[src/hw/rtl/oqsd_pkg.sv]
package oqsd_pkg;

	// Operation codes carried in s_tuser
	localparam logic [1:0] OP_ENQ  = 2'd0;
	localparam logic [1:0] OP_DEQ  = 2'd1;
	localparam logic [1:0] OP_LOOK = 2'd2;
	localparam logic [1:0] OP_DEL  = 2'd3;

	// Status codes carried in m_tuser
	localparam logic [1:0] STAT_DONE      = 2'd0;
	localparam logic [1:0] STAT_EMPTY     = 2'd1;
	localparam logic [1:0] STAT_FULL      = 2'd2;
	localparam logic [1:0] STAT_NOT_FOUND = 2'd3;

	localparam int unsigned PORT_HANDLE_BITS = 16;
	localparam int unsigned OCC_BITS         = 5;

	typedef enum logic [2:0] {
		ST_IDLE,
		ST_DEQ,
		ST_SCAN,
		ST_SHIFT,
		ST_DONE
	} state_t;

	// One finished result
	typedef struct packed {
		logic [OCC_BITS-1:0]         occupancy;
		logic [1:0]                  status;
		logic [PORT_HANDLE_BITS-1:0] handle;
	} res_t;

endpackage

[src/hw/rtl/oqsd_mem.sv]
module oqsd_mem #(
	parameter int unsigned DEPTH = 16,
	parameter int unsigned WIDTH = 16,
	parameter int unsigned ADDR_W = 4
) (
	input  logic              clk,
	input  logic              we,
	input  logic [ADDR_W-1:0] waddr,
	input  logic [WIDTH-1:0]  wdata,
	input  logic              re,
	input  logic [ADDR_W-1:0] raddr,
	output logic [WIDTH-1:0]  rdata
);

	logic [WIDTH-1:0] mem [DEPTH];
	logic [WIDTH-1:0] rdata_q;

	// Write port
	always_ff @(posedge clk) begin
		if (we) begin
			mem[waddr] <= wdata;
		end
	end

	// Registered read port
	always_ff @(posedge clk) begin
		if (re) begin
			rdata_q <= mem[raddr];
		end
	end

	assign rdata = rdata_q;

endmodule

[src/hw/rtl/oqsd_ctrl.sv]
module oqsd_ctrl #(
	parameter int unsigned QUEUE_DEPTH = 16,
	parameter int unsigned HANDLE_BITS = 16,
	parameter int unsigned PTR_W = 4,
	parameter int unsigned CNT_W = 5
) (
	input  logic                  clk,
	input  logic                  arst_n,
	input  logic                  in_valid,
	output logic                  in_ready,
	input  logic [1:0]            in_op,
	input  logic [15:0]           in_handle,
	output logic                  res_valid,
	input  logic                  res_ready,
	output oqsd_pkg::res_t        res,
	output logic                  mem_we,
	output logic [PTR_W-1:0]      mem_waddr,
	output logic [HANDLE_BITS-1:0] mem_wdata,
	output logic                  mem_re,
	output logic [PTR_W-1:0]      mem_raddr,
	input  logic [HANDLE_BITS-1:0] mem_rdata
);
	import oqsd_pkg::*;

	localparam int unsigned KEEP_BITS =
		(HANDLE_BITS < PORT_HANDLE_BITS) ? HANDLE_BITS : PORT_HANDLE_BITS;

	state_t                 state_q, state_d;
	logic [1:0]             op_q, op_d;
	logic [HANDLE_BITS-1:0] key_q, key_d;
	logic [PTR_W-1:0]       head_q, head_d;
	logic [CNT_W-1:0]       count_q, count_d;
	logic [CNT_W-1:0]       off_q, off_d;
	logic                   rd_vld_s1, rd_vld_d;
	logic [CNT_W-1:0]       off_s1, off_s1_d;
	logic [15:0]            res_handle_q, res_handle_d;
	logic [1:0]             res_status_q, res_status_d;
	logic [HANDLE_BITS-1:0] key_in;
	logic [CNT_W-1:0]       cnt_last;
	logic                   full;
	logic [CNT_W+OCC_BITS-1:0] cnt_ext;

	// Physical address of a position counted from the head
	function automatic logic [PTR_W-1:0] addr_of(input logic [PTR_W-1:0] head,
			input logic [CNT_W-1:0] off);
		logic [CNT_W:0] sum;
		sum = (CNT_W+1)'(head) + (CNT_W+1)'(off);
		if (sum >= (CNT_W+1)'(QUEUE_DEPTH)) begin
			sum = sum - (CNT_W+1)'(QUEUE_DEPTH);
		end
		return sum[PTR_W-1:0];
	endfunction

	assign key_in   = HANDLE_BITS'(in_handle[KEEP_BITS-1:0]);
	assign cnt_last = count_q - CNT_W'(1);
	assign full     = (count_q == CNT_W'(QUEUE_DEPTH));
	assign cnt_ext  = (CNT_W+OCC_BITS)'(count_q);

	assign in_ready       = (state_q == ST_IDLE);
	assign res_valid      = (state_q == ST_DONE);
	assign res.handle     = res_handle_q;
	assign res.status     = res_status_q;
	assign res.occupancy  = cnt_ext[OCC_BITS-1:0];

	// Next state, memory requests and result
	always_comb begin
		state_d      = state_q;
		op_d         = op_q;
		key_d        = key_q;
		head_d       = head_q;
		count_d      = count_q;
		off_d        = off_q;
		rd_vld_d     = 1'b0;
		off_s1_d     = off_q;
		res_handle_d = res_handle_q;
		res_status_d = res_status_q;
		mem_we       = 1'b0;
		mem_waddr    = addr_of(head_q, count_q);
		mem_wdata    = key_in;
		mem_re       = 1'b0;
		mem_raddr    = addr_of(head_q, off_q);

		unique case (state_q)
			ST_IDLE: begin
				if (in_valid) begin
					op_d         = in_op;
					key_d        = key_in;
					res_handle_d = '0;
					res_status_d = STAT_DONE;
					off_d        = '0;
					case (in_op) inside
						OP_ENQ: begin
							if (full) begin
								res_status_d = STAT_FULL;
							end else begin
								mem_we  = 1'b1;
								count_d = count_q + CNT_W'(1);
							end
							state_d = ST_DONE;
						end
						OP_DEQ: begin
							if (count_q == '0) begin
								res_status_d = STAT_EMPTY;
								state_d      = ST_DONE;
							end else begin
								mem_re    = 1'b1;
								mem_raddr = head_q;
								state_d   = ST_DEQ;
							end
						end
						OP_LOOK, OP_DEL: begin
							if (count_q == '0) begin
								res_status_d = STAT_NOT_FOUND;
								state_d      = ST_DONE;
							end else begin
								state_d = ST_SCAN;
							end
						end
						default: begin
							state_d = ST_DONE;
						end
					endcase
				end
			end
			ST_DEQ: begin
				// Pop the head
				res_handle_d = 16'(mem_rdata[KEEP_BITS-1:0]);
				head_d       = (head_q == PTR_W'(QUEUE_DEPTH - 1)) ? '0
					: head_q + PTR_W'(1);
				count_d      = cnt_last;
				state_d      = ST_DONE;
			end
			ST_SCAN: begin
				// Issue the next read, compare the one that returned
				if (off_q < count_q) begin
					mem_re   = 1'b1;
					off_d    = off_q + CNT_W'(1);
					rd_vld_d = 1'b1;
				end
				if (rd_vld_s1) begin
					if (mem_rdata == key_q) begin
						if (op_q == OP_LOOK) begin
							state_d = ST_DONE;
						end else if (off_s1 == cnt_last) begin
							count_d = cnt_last;
							state_d = ST_DONE;
						end else begin
							mem_re   = 1'b0;
							rd_vld_d = 1'b0;
							off_d    = off_s1 + CNT_W'(1);
							state_d  = ST_SHIFT;
						end
					end else if (off_s1 == cnt_last) begin
						res_status_d = STAT_NOT_FOUND;
						state_d      = ST_DONE;
					end
				end
			end
			ST_SHIFT: begin
				// Move each later entry down by one position
				if (off_q < count_q) begin
					mem_re   = 1'b1;
					off_d    = off_q + CNT_W'(1);
					rd_vld_d = 1'b1;
				end
				if (rd_vld_s1) begin
					mem_we    = 1'b1;
					mem_waddr = addr_of(head_q, off_s1 - CNT_W'(1));
					mem_wdata = mem_rdata;
					if (off_s1 == cnt_last) begin
						count_d = cnt_last;
						state_d = ST_DONE;
					end
				end
			end
			ST_DONE: begin
				if (res_ready) begin
					state_d = ST_IDLE;
				end
			end
			default: begin
				state_d = ST_IDLE;
			end
		endcase
	end

	// Control registers
	always_ff @(posedge clk or negedge arst_n) begin
		if (!arst_n) begin
			state_q   <= ST_IDLE;
			head_q    <= '0;
			count_q   <= '0;
			rd_vld_s1 <= 1'b0;
		end else begin
			state_q   <= state_d;
			head_q    <= head_d;
			count_q   <= count_d;
			rd_vld_s1 <= rd_vld_d;
		end
	end

	// Payload registers
	always_ff @(posedge clk) begin
		op_q         <= op_d;
		key_q        <= key_d;
		off_q        <= off_d;
		off_s1       <= off_s1_d;
		res_handle_q <= res_handle_d;
		res_status_q <= res_status_d;
	end

endmodule

[src/hw/rtl/ordered_queue_with_search_delete.sv]
// Ordered queue of handles held in a circular single-write, single-read memory.
// Lookup and delete walk the queue from the head: the walk reads one entry per cycle,
// and delete then rereads from the entry after the match and moves each one down a
// place per cycle. One operation is in progress at a time, so the next transfer is
// taken only after the last result has moved into the output register. Reset
// (arst_n low) empties the queue and clears any pending result.
module ordered_queue_with_search_delete #(
	parameter int unsigned QUEUE_DEPTH = 16,
	parameter int unsigned HANDLE_BITS = 16
) (
	input  logic        clk,
	input  logic        arst_n,
	input  logic        s_tvalid,
	output logic        s_tready,
	input  logic [15:0] s_tdata,   // [15:0] thread_handle
	input  logic [1:0]  s_tuser,   // [1:0] operation
	output logic        m_tvalid,
	input  logic        m_tready,
	output logic [23:0] m_tdata,   // [15:0] result_handle, [20:16] occupancy, rest zero
	output logic [1:0]  m_tuser    // [1:0] status
);
	import oqsd_pkg::*;

	localparam int unsigned PTR_W = $clog2(QUEUE_DEPTH);
	localparam int unsigned CNT_W = $clog2(QUEUE_DEPTH + 1);

	logic                   res_valid;
	logic                   res_ready;
	res_t                   res;
	res_t                   out_q;
	logic                   m_valid_q;
	logic                   mem_we;
	logic [PTR_W-1:0]       mem_waddr;
	logic [HANDLE_BITS-1:0] mem_wdata;
	logic                   mem_re;
	logic [PTR_W-1:0]       mem_raddr;
	logic [HANDLE_BITS-1:0] mem_rdata;

	oqsd_ctrl #(
		.QUEUE_DEPTH(QUEUE_DEPTH),
		.HANDLE_BITS(HANDLE_BITS),
		.PTR_W(PTR_W),
		.CNT_W(CNT_W)
	) u_ctrl (
		.clk(clk),
		.arst_n(arst_n),
		.in_valid(s_tvalid),
		.in_ready(s_tready),
		.in_op(s_tuser),
		.in_handle(s_tdata),
		.res_valid(res_valid),
		.res_ready(res_ready),
		.res(res),
		.mem_we(mem_we),
		.mem_waddr(mem_waddr),
		.mem_wdata(mem_wdata),
		.mem_re(mem_re),
		.mem_raddr(mem_raddr),
		.mem_rdata(mem_rdata)
	);

	oqsd_mem #(
		.DEPTH(QUEUE_DEPTH),
		.WIDTH(HANDLE_BITS),
		.ADDR_W(PTR_W)
	) u_mem (
		.clk(clk),
		.we(mem_we),
		.waddr(mem_waddr),
		.wdata(mem_wdata),
		.re(mem_re),
		.raddr(mem_raddr),
		.rdata(mem_rdata)
	);

	// Output register: load a result when empty or being drained
	assign res_ready = !m_valid_q || m_tready;

	always_ff @(posedge clk or negedge arst_n) begin
		if (!arst_n) begin
			m_valid_q <= 1'b0;
		end else if (res_ready) begin
			m_valid_q <= res_valid;
		end
	end

	always_ff @(posedge clk) begin
		if (res_valid && res_ready) begin
			out_q <= res;
		end
	end

	assign m_tvalid = m_valid_q;
	assign m_tdata  = {3'b000, out_q.occupancy, out_q.handle};
	assign m_tuser  = out_q.status;

	// A full queue reports its depth as occupancy
	a_full_occ: assert property (@(posedge clk) disable iff (!arst_n)
		m_tvalid && m_tuser == STAT_FULL |-> m_tdata[20:16] == 5'(QUEUE_DEPTH))
		else $error("full status with wrong occupancy");

	// An empty dequeue returns no handle and no entries
	a_empty_zero: assert property (@(posedge clk) disable iff (!arst_n)
		m_tvalid && m_tuser == STAT_EMPTY |-> m_tdata[20:0] == 21'd0)
		else $error("empty status with nonzero handle or occupancy");

	// Only a successful dequeue carries a handle
	a_handle_done: assert property (@(posedge clk) disable iff (!arst_n)
		m_tvalid && m_tdata[15:0] != 16'd0 |-> m_tuser == STAT_DONE)
		else $error("handle returned with failing status");

	// After accepting an operation the core is not ready in the next cycle
	a_busy_after_accept: assert property (@(posedge clk) disable iff (!arst_n)
		s_tvalid && s_tready |=> !s_tready)
		else $error("core ready straight after a transfer");

endmodule

[config.mk]
export PLATFORM = sky130hd
export DESIGN_NAME = ordered_queue_with_search_delete
export DESIGN_NICKNAME = d
export VERILOG_FILES = /design/src/hw/rtl/oqsd_pkg.sv /design/src/hw/rtl/oqsd_mem.sv /design/src/hw/rtl/oqsd_ctrl.sv /design/src/hw/rtl/ordered_queue_with_search_delete.sv
export SDC_FILE = /design/constraint.sdc
export NUM_CORES = 1
export LEC_CHECK = 0
export BUFFER_PORTS_ARGS = -buffer_cell sky130_fd_sc_hd__buf_2
export CORE_MARGIN = 2
export CORE_UTILIZATION = 55
export CTS_CLUSTER_SIZE = 40
export DETAILED_ROUTE_END_ITERATION = 6
export HOLD_SLACK_MARGIN = 0.02
export PLACE_DENSITY_LB_ADDON = 0.15
export SLEW_MARGIN = 25
export SYNTH_ARGS = -nofsm -noshare
export SYNTH_HDL_FRONTEND = slang
export SYNTH_SLANG_ARGS = --single-unit
[constraint.sdc]
create_clock -name clk -period 3.4 [get_ports clk]
set_input_delay 0.68 -clock clk [delete_from_list [all_inputs] [get_ports clk]]
set_output_delay 0.68 -clock clk [all_outputs]
set_load 0.03 [all_outputs]
# --- Word-level counts from Yosys, hierarchy flattened ---
# Memory sizes are Yosys's and may differ from the RTL's. A register that Yosys moved wholly into a read port is not among the register bits.
# Cells that the tools add are included.
word_totals:
  ff_bits: 83
  mem_bits_rw: 256
  input_bits: 22
  output_inout_bits: 28
  wordCells: 144
  memories: 1
memory_table:
  columns: ["name", "depth", "width", "read_ports", "rd_clocked_by_memory_dff", "wr", "line", "source"]
  rows:
  - ["u_mem.mem", 16, 16, 1, 1, 1, "oqsd_mem.sv:15", "logic [WIDTH-1:0] mem [DEPTH];"]
classes:
  n_addsub: 12
  magnitude_cmp: 4
  eq_ne: 22
  muxes: 74
  reduce_logical: 17
op_table:
  columns: ["operator", "count"]
  rows:
  - ["$mux 5", 14]
  - ["$mux 16", 3]
  - ["$mux 4", 11]
  - ["$mux 3", 13]
  - ["$pmux 16 s2", 1]
  - ["$pmux 5 s4", 1]
  - ["$add 4x5->6", 3]
  - ["$ge 6x5->1 const B", 3]
  - ["$mux 2", 9]
  - ["$eq 16x16->1", 1]
  - ["$mux 1", 16]
  - ["$add 5x1->5 const B", 3]
  - ["$pmux 3 s5", 1]
  - ["$pmux 5 s3", 1]
  - ["$ne 2x1->1 const B", 6]
  - ["$sub 4x1->4 const B", 3]
  - ["$sub 5x1->5 const B", 2]
  - ["$ne 2x2->1 const B", 4]
  - ["$reduce_and 8->1", 1]
  - ["$eq 2x2->1 const B", 3]
  - ["$eq 3x2->1 const B", 2]
  - ["$reduce_and 2->1", 3]
  - ["$eq 5x5->1", 1]
  - ["$eq 5x5->1 const B", 1]
  - ["21 further kinds", 23]

# --- Logic depth before layout (Yosys ltp) ---
depth:
  ltp_word: 8
  ltp_mapped: 14
  depth_no_buf: 10

# --- By module ---
# A second synthesis with hierarchy kept.
unflattened:
  hier_cells: 775
  hier_area_um2: 14500.2
modules_own_cells:
  columns: ["mod", "instances", "cells_each", "area_per_inst_um2", "seq_area_each_um2"]
  rows:
  - ["oqsd_mem", 1, 432, 10202.3, 8167.8]
  - ["oqsd_ctrl", 1, 312, 3527.1, 1656.6]
  - ["ordered_queue_with_search_delete", 1, 31, 770.7, 715.7]

# --- Worst setup path after synthesis ---
# OpenSTA, ideal clock, no wires.
synth_timing:
  kind: "register to register"
  start: "reg u_ctrl.count_q[0]"
  end: "reg u_mem.rdata_q[0] (netlist: u_mem.rdata[0]), read port of u_mem.mem, enable pin"
  setup_time_ps: 411
  arrival_ps: 3116
  path_slack_ps: -127
  stages_incl_launch_ff: 10
  n_path_buf: 1
  path_cell_list: "dfrtp_1 -> clkbuf_1 -> inv_1 -> ha_1 -> xor2_1 -> o41ai_1 -> o2111ai_1 -> nand2_1 -> o31ai_1 -> o21ai_0"
synth_between:
  elab_chain_len: 7
  elab_cells_between_ends: 19
synth_rtl:
  columns: ["item", "line", "source"]
  rows:
  - ["start, declared", "oqsd_ctrl.sv:32", "logic [CNT_W-1:0] count_q, count_d;"]
  - ["start signal, assigned", "oqsd_ctrl.sv:197", "count_q <= count_d;"]
  - ["$sub 5x1->5 / $lt 5x5->1 (equally long branches)", "oqsd_ctrl.sv:55, oqsd_ctrl.sv:135, oqsd_ctrl.sv:161", null]
  - ["$eq 5x5->1 / $mux 1 (equally long branches)", "oqsd_ctrl.sv:144, oqsd_ctrl.sv:135, oqsd_ctrl.sv:161", null]
  - ["$mux 1", "oqsd_ctrl.sv:144", "end else if (off_s1 == cnt_last) begin"]
  - ["$mux 1", "oqsd_ctrl.sv:142", "if (op_q == OP_LOOK) begin"]
  - ["$mux 1", "oqsd_ctrl.sv:141", "if (mem_rdata == key_q) begin"]
  - ["$mux 1", "oqsd_ctrl.sv:140", "if (rd_vld_s1) begin"]
  - ["$pmux 1 s3 *", "oqsd_ctrl.sv:83", "unique case (state_q)"]
  - ["via mem_re", "ordered_queue_with_search_delete.sv:35", "logic mem_re;"]
  - ["end, declared", "oqsd_mem.sv:16", "logic [WIDTH-1:0] rdata_q;"]
# Mark *: on every way through the listed nets, which the timed path passes. The rest lies on a longest branch.
# A chain may end at the register's enable or synchronous reset.

# --- Worst setup path after layout ---
layout_timing:
  start: "reg u_ctrl.state_q[1]"
  end: "mem u_mem.mem[7][13], enable pin"
layout_between:
  elab_chain_len: 4
  elab_cells_between_ends: 6
layout_rtl:
  columns: ["item", "line", "source"]
  rows:
  - ["start, declared", "oqsd_ctrl.sv:28", "state_t state_q, state_d;"]
  - ["start signal, assigned", "oqsd_ctrl.sv:195", "state_q <= state_d;"]
  - ["$eq 3x2->1 / $logic_not 3->1 (equally long branches)", "oqsd_ctrl.sv:83", null]
  - ["$pmux 1 s2", "oqsd_ctrl.sv:83", null]
  - ["$mux 1", "oqsd_mem.sv:20", "if (we) begin"]
  - ["$mux 1 (implied by the code)", "oqsd_mem.sv:21", "mem[waddr] <= wdata;"]
  - ["end, declared", "oqsd_mem.sv:15", null]
# Parallel ways exist; a longest one is shown, timed or not.

==> metrics.txt <==
Yosys cell types=64; Reg-to-Reg End=u_mem.mem[7][13]; status=finished, final reports clean; global route overflow=0; kind of critical path=reg -> reg; GRT Total Usage=0.2511; Reg2Reg Setup Slack=0.37 ns; DP HPWL=22,180 um; vias in the first global route=9,117; dominant synthesized flop cell=edfxtp_1; Synth top area share=0.6705; critical path, cell by cell=buf_4 -> nor2b_1 -> nand3_1 -> o21ai_0 -> o21ai_0 -> nor2_2 -> buf_4; PortBufs=46; Via density=5.896; Clock Tree Buf Depth=3; DRT antenna net count=0; Commonest cells post-synth=edfxtp_1, nand2_1, nand3_1, a21oi_1, clkbuf_1; sequential share of the synthesized area=0.7004; critical path's largest stage delay=about 0.46 ns; clock latency on the worst-skew pair=0.53 ns; die height=169.4 um; worst-path fanout max=16; #FFs+latches synth=between 300 and 400; critical path depth=7; CP required=3.58 ns; share of cells above drive strength 1=0.1600; Clock Sink Count=355; CP bufs+invs=2; VDD IR-drop max=roughly 0.57 mV; initial core utilization=0.5599; Cell Area, Synth=15,050 um2; Cell Pwr Density=1093 nW/um2; reg2reg start=u_ctrl.state_q[1]; Final GP Congestion=0.8884; Die ar.=28,700 um2; worst hold path type=in -> async; Setup TNS=0 ns; postcts setup bufs=0; crit path capture type=flop; synth top area cells=edfxtp_1, nand2_1, nand3_1; syn_area_per_cell=12.85 um2; R2R cell count=7; first-pass GRT wire length=53,940 um; CP arrival=3.22 ns; actual slew at the worst max-slew pin=0.9409 ns; Setup crit start=u_ctrl.state_q[1]; FFs w/ async S/R, synth=0.03944; diode count=0; number of clock buffers inserted by TritonCTS=38; most frequent cell after synthesis=edfxtp_1; antenna violations before repair=0; fin crit share=0.8925; FMAX=329.5 MHz; Final Util=0.6405; EDFF count, synth=336; Core Rows=60; RSZ-0062 raised after global routing=no; Root Buffer=clkbuf_16; Reg clk slew, reported paths=0.06 ns; Maximum Capacitance Violations=0; post-cts sizing count=0; leak pwr=6.220 nW; Final Max Slew Viols=0; fin crit period=3.034 ns; WL per Instance=~22 um; Worst Setup Start Kind=flop; Top delay family on crit path=simple AND/OR/NAND/NOR gates; Relative slew margins=0.3727; Post-Route WL=~35,000 um; Slowest cell on crit path=nand3_1; largest net degree at the start of global routing=50; Remaining DRCs=0; hold buffers post-CTS=0; Synth-to-Final Area Change=14.38%; Pwr Total=18.81 mW; CTS HTree Levels=2; DIE WIDTH=169.4 um; Ys Warns=0; core box area=approximately 27,000 um2; Setup Skew=0.01439 ns; Critical Path Sink=u_mem.mem[7][13]; DRT Pass-1 Iters=5; fin nets=1,299; Filler Cell Count=2,024; Synth area leader=edfxtp_1; I/O pins=50; via count=9,564; Hold Vio Cnt, Final=0; CTS tree=built; Setup-failing EPs final=0; Gate Count Post-Synth=approximately 1,200; Starting DRT DRC Count=1,105
[layout make-up]
cell class | count | area (um2) | share of cell area
Inverter | 24 | 90.09 | 0.005234
Timing Repair Buffer | 107 | 763.2 | 0.04434
Sequential cell | 355 | 10540 | 0.6123
Tap cell | 341 | 426.7 | 0.02479
Multi-Input combinational cell | 729 | 4185 | 0.2431
Clock inverter | 16 | 190.2 | 0.01105
Clock buffer | 50 | 1017 | 0.05910
[placed cells by master, fill, tap and decap left out, types with 8 or more instances in the layout]
| master | instances |
|---|---|
| xnor2_1 | 20 |
| edfxtp_1 | 336 |
| ha_1 | 19 |
| nor2_2 | 17 |
| xor2_1 | 24 |
| clkbuf_16 | 39 |
| mux2_2 | 16 |
| dfrtp_1 | 14 |
| nor2_1 | 15 |
| buf_4 | 55 |
| and2_1 | 17 |
| nor3_1 | 8 |
| inv_1 | 24 |
| a21oi_1 | 51 |
| nand2_1 | 255 |
| o21ai_0 | 15 |
| clkbuf_1 | 11 |
| buf_2 | 46 |
| nand3_1 | 154 |
| o211ai_1 | 16 |
[flip-flops by register name (all words and copies together) (netlist names), 4 cells and up]
| name | flops |
|---|---|
| u_ctrl.off_s1 | 5 |
| m_tdata | 21 |
| u_ctrl.off_q | 5 |
| u_ctrl.key_q | 16 |
| u_mem.mem | 256 |
| u_ctrl.head_q | 4 |
| u_ctrl.count_q | 5 |
| u_mem.rdata | 16 |
| u_ctrl.res_handle_q | 16 |
[where the power goes]
part           internal (mW)  switching, mW  leakage [nW]
registers               5.63          0.455          3.28
clock network           2.41           1.61         0.587
logic                   3.09           5.62          2.35
[worst reg2reg max path: stages (launching register included)]
cell and delay (ns):
dfrtp_1 0.36, buf_4 0.18, nor2b_1 0.33, nand3_1 0.46, o21ai_0 0.41, o21ai_0 0.39
nor2_2 0.18, buf_4 0.35
[cells by family (layout without fill, tap and decap cells)]
kind of cell,count (synthesis),after routing,share of synthesized area
simple gates,509,509,0.1534
other cells,1,3,0.0002492
xor+xnor,44,44,0.02561
mux,27,27,0.02104
buf+inv,89,197,0.02611
fa+ha+maj,22,22,0.01979
flops,355,355,0.7004
compound gates,124,124,0.05338
[per-stage QoR]
stage          setup WS (ns)  std cells  instance area [um2]  hold slack, ns
2_1_floorplan         0.2601       1173                15060          0.3844
3_3_place_gp          0.3545       1556                16010          0.4001
3_5_place_dp          0.2918       1556                16010          0.4045
4_1_cts               0.3804       1622                17210         0.05907
5_1_grt               0.1177       1622                17210         0.07298
6_report              0.3655       1622                17210         0.05372
[layer usage]
metal  vias up  share of wire  GRT usage
met2       412           0.47     0.3988
li1       4424              -          -
met1      4669           0.43     0.3660
met5         -              0          0
met3        59          0.077    0.03965
met4         0          0.021    0.06800
[worst min path at each step]
stage,slack (ns),start,endpoint,depth (start not counted)
final,0.05,arst_n,u_ctrl.count_q[2],1
after detailed placement,0.40,u_ctrl.res_handle_q[1],m_tdata[1],0
after CTS,0.06,arst_n,u_ctrl.count_q[1],1
after global routing,0.07,arst_n,u_ctrl.count_q[4],1
after floorplan,0.38,arst_n,m_tvalid,0
after global placement,0.40,u_ctrl.res_handle_q[2],m_tdata[2],0
No activity file was read; power rests on OpenSTA's default activity.
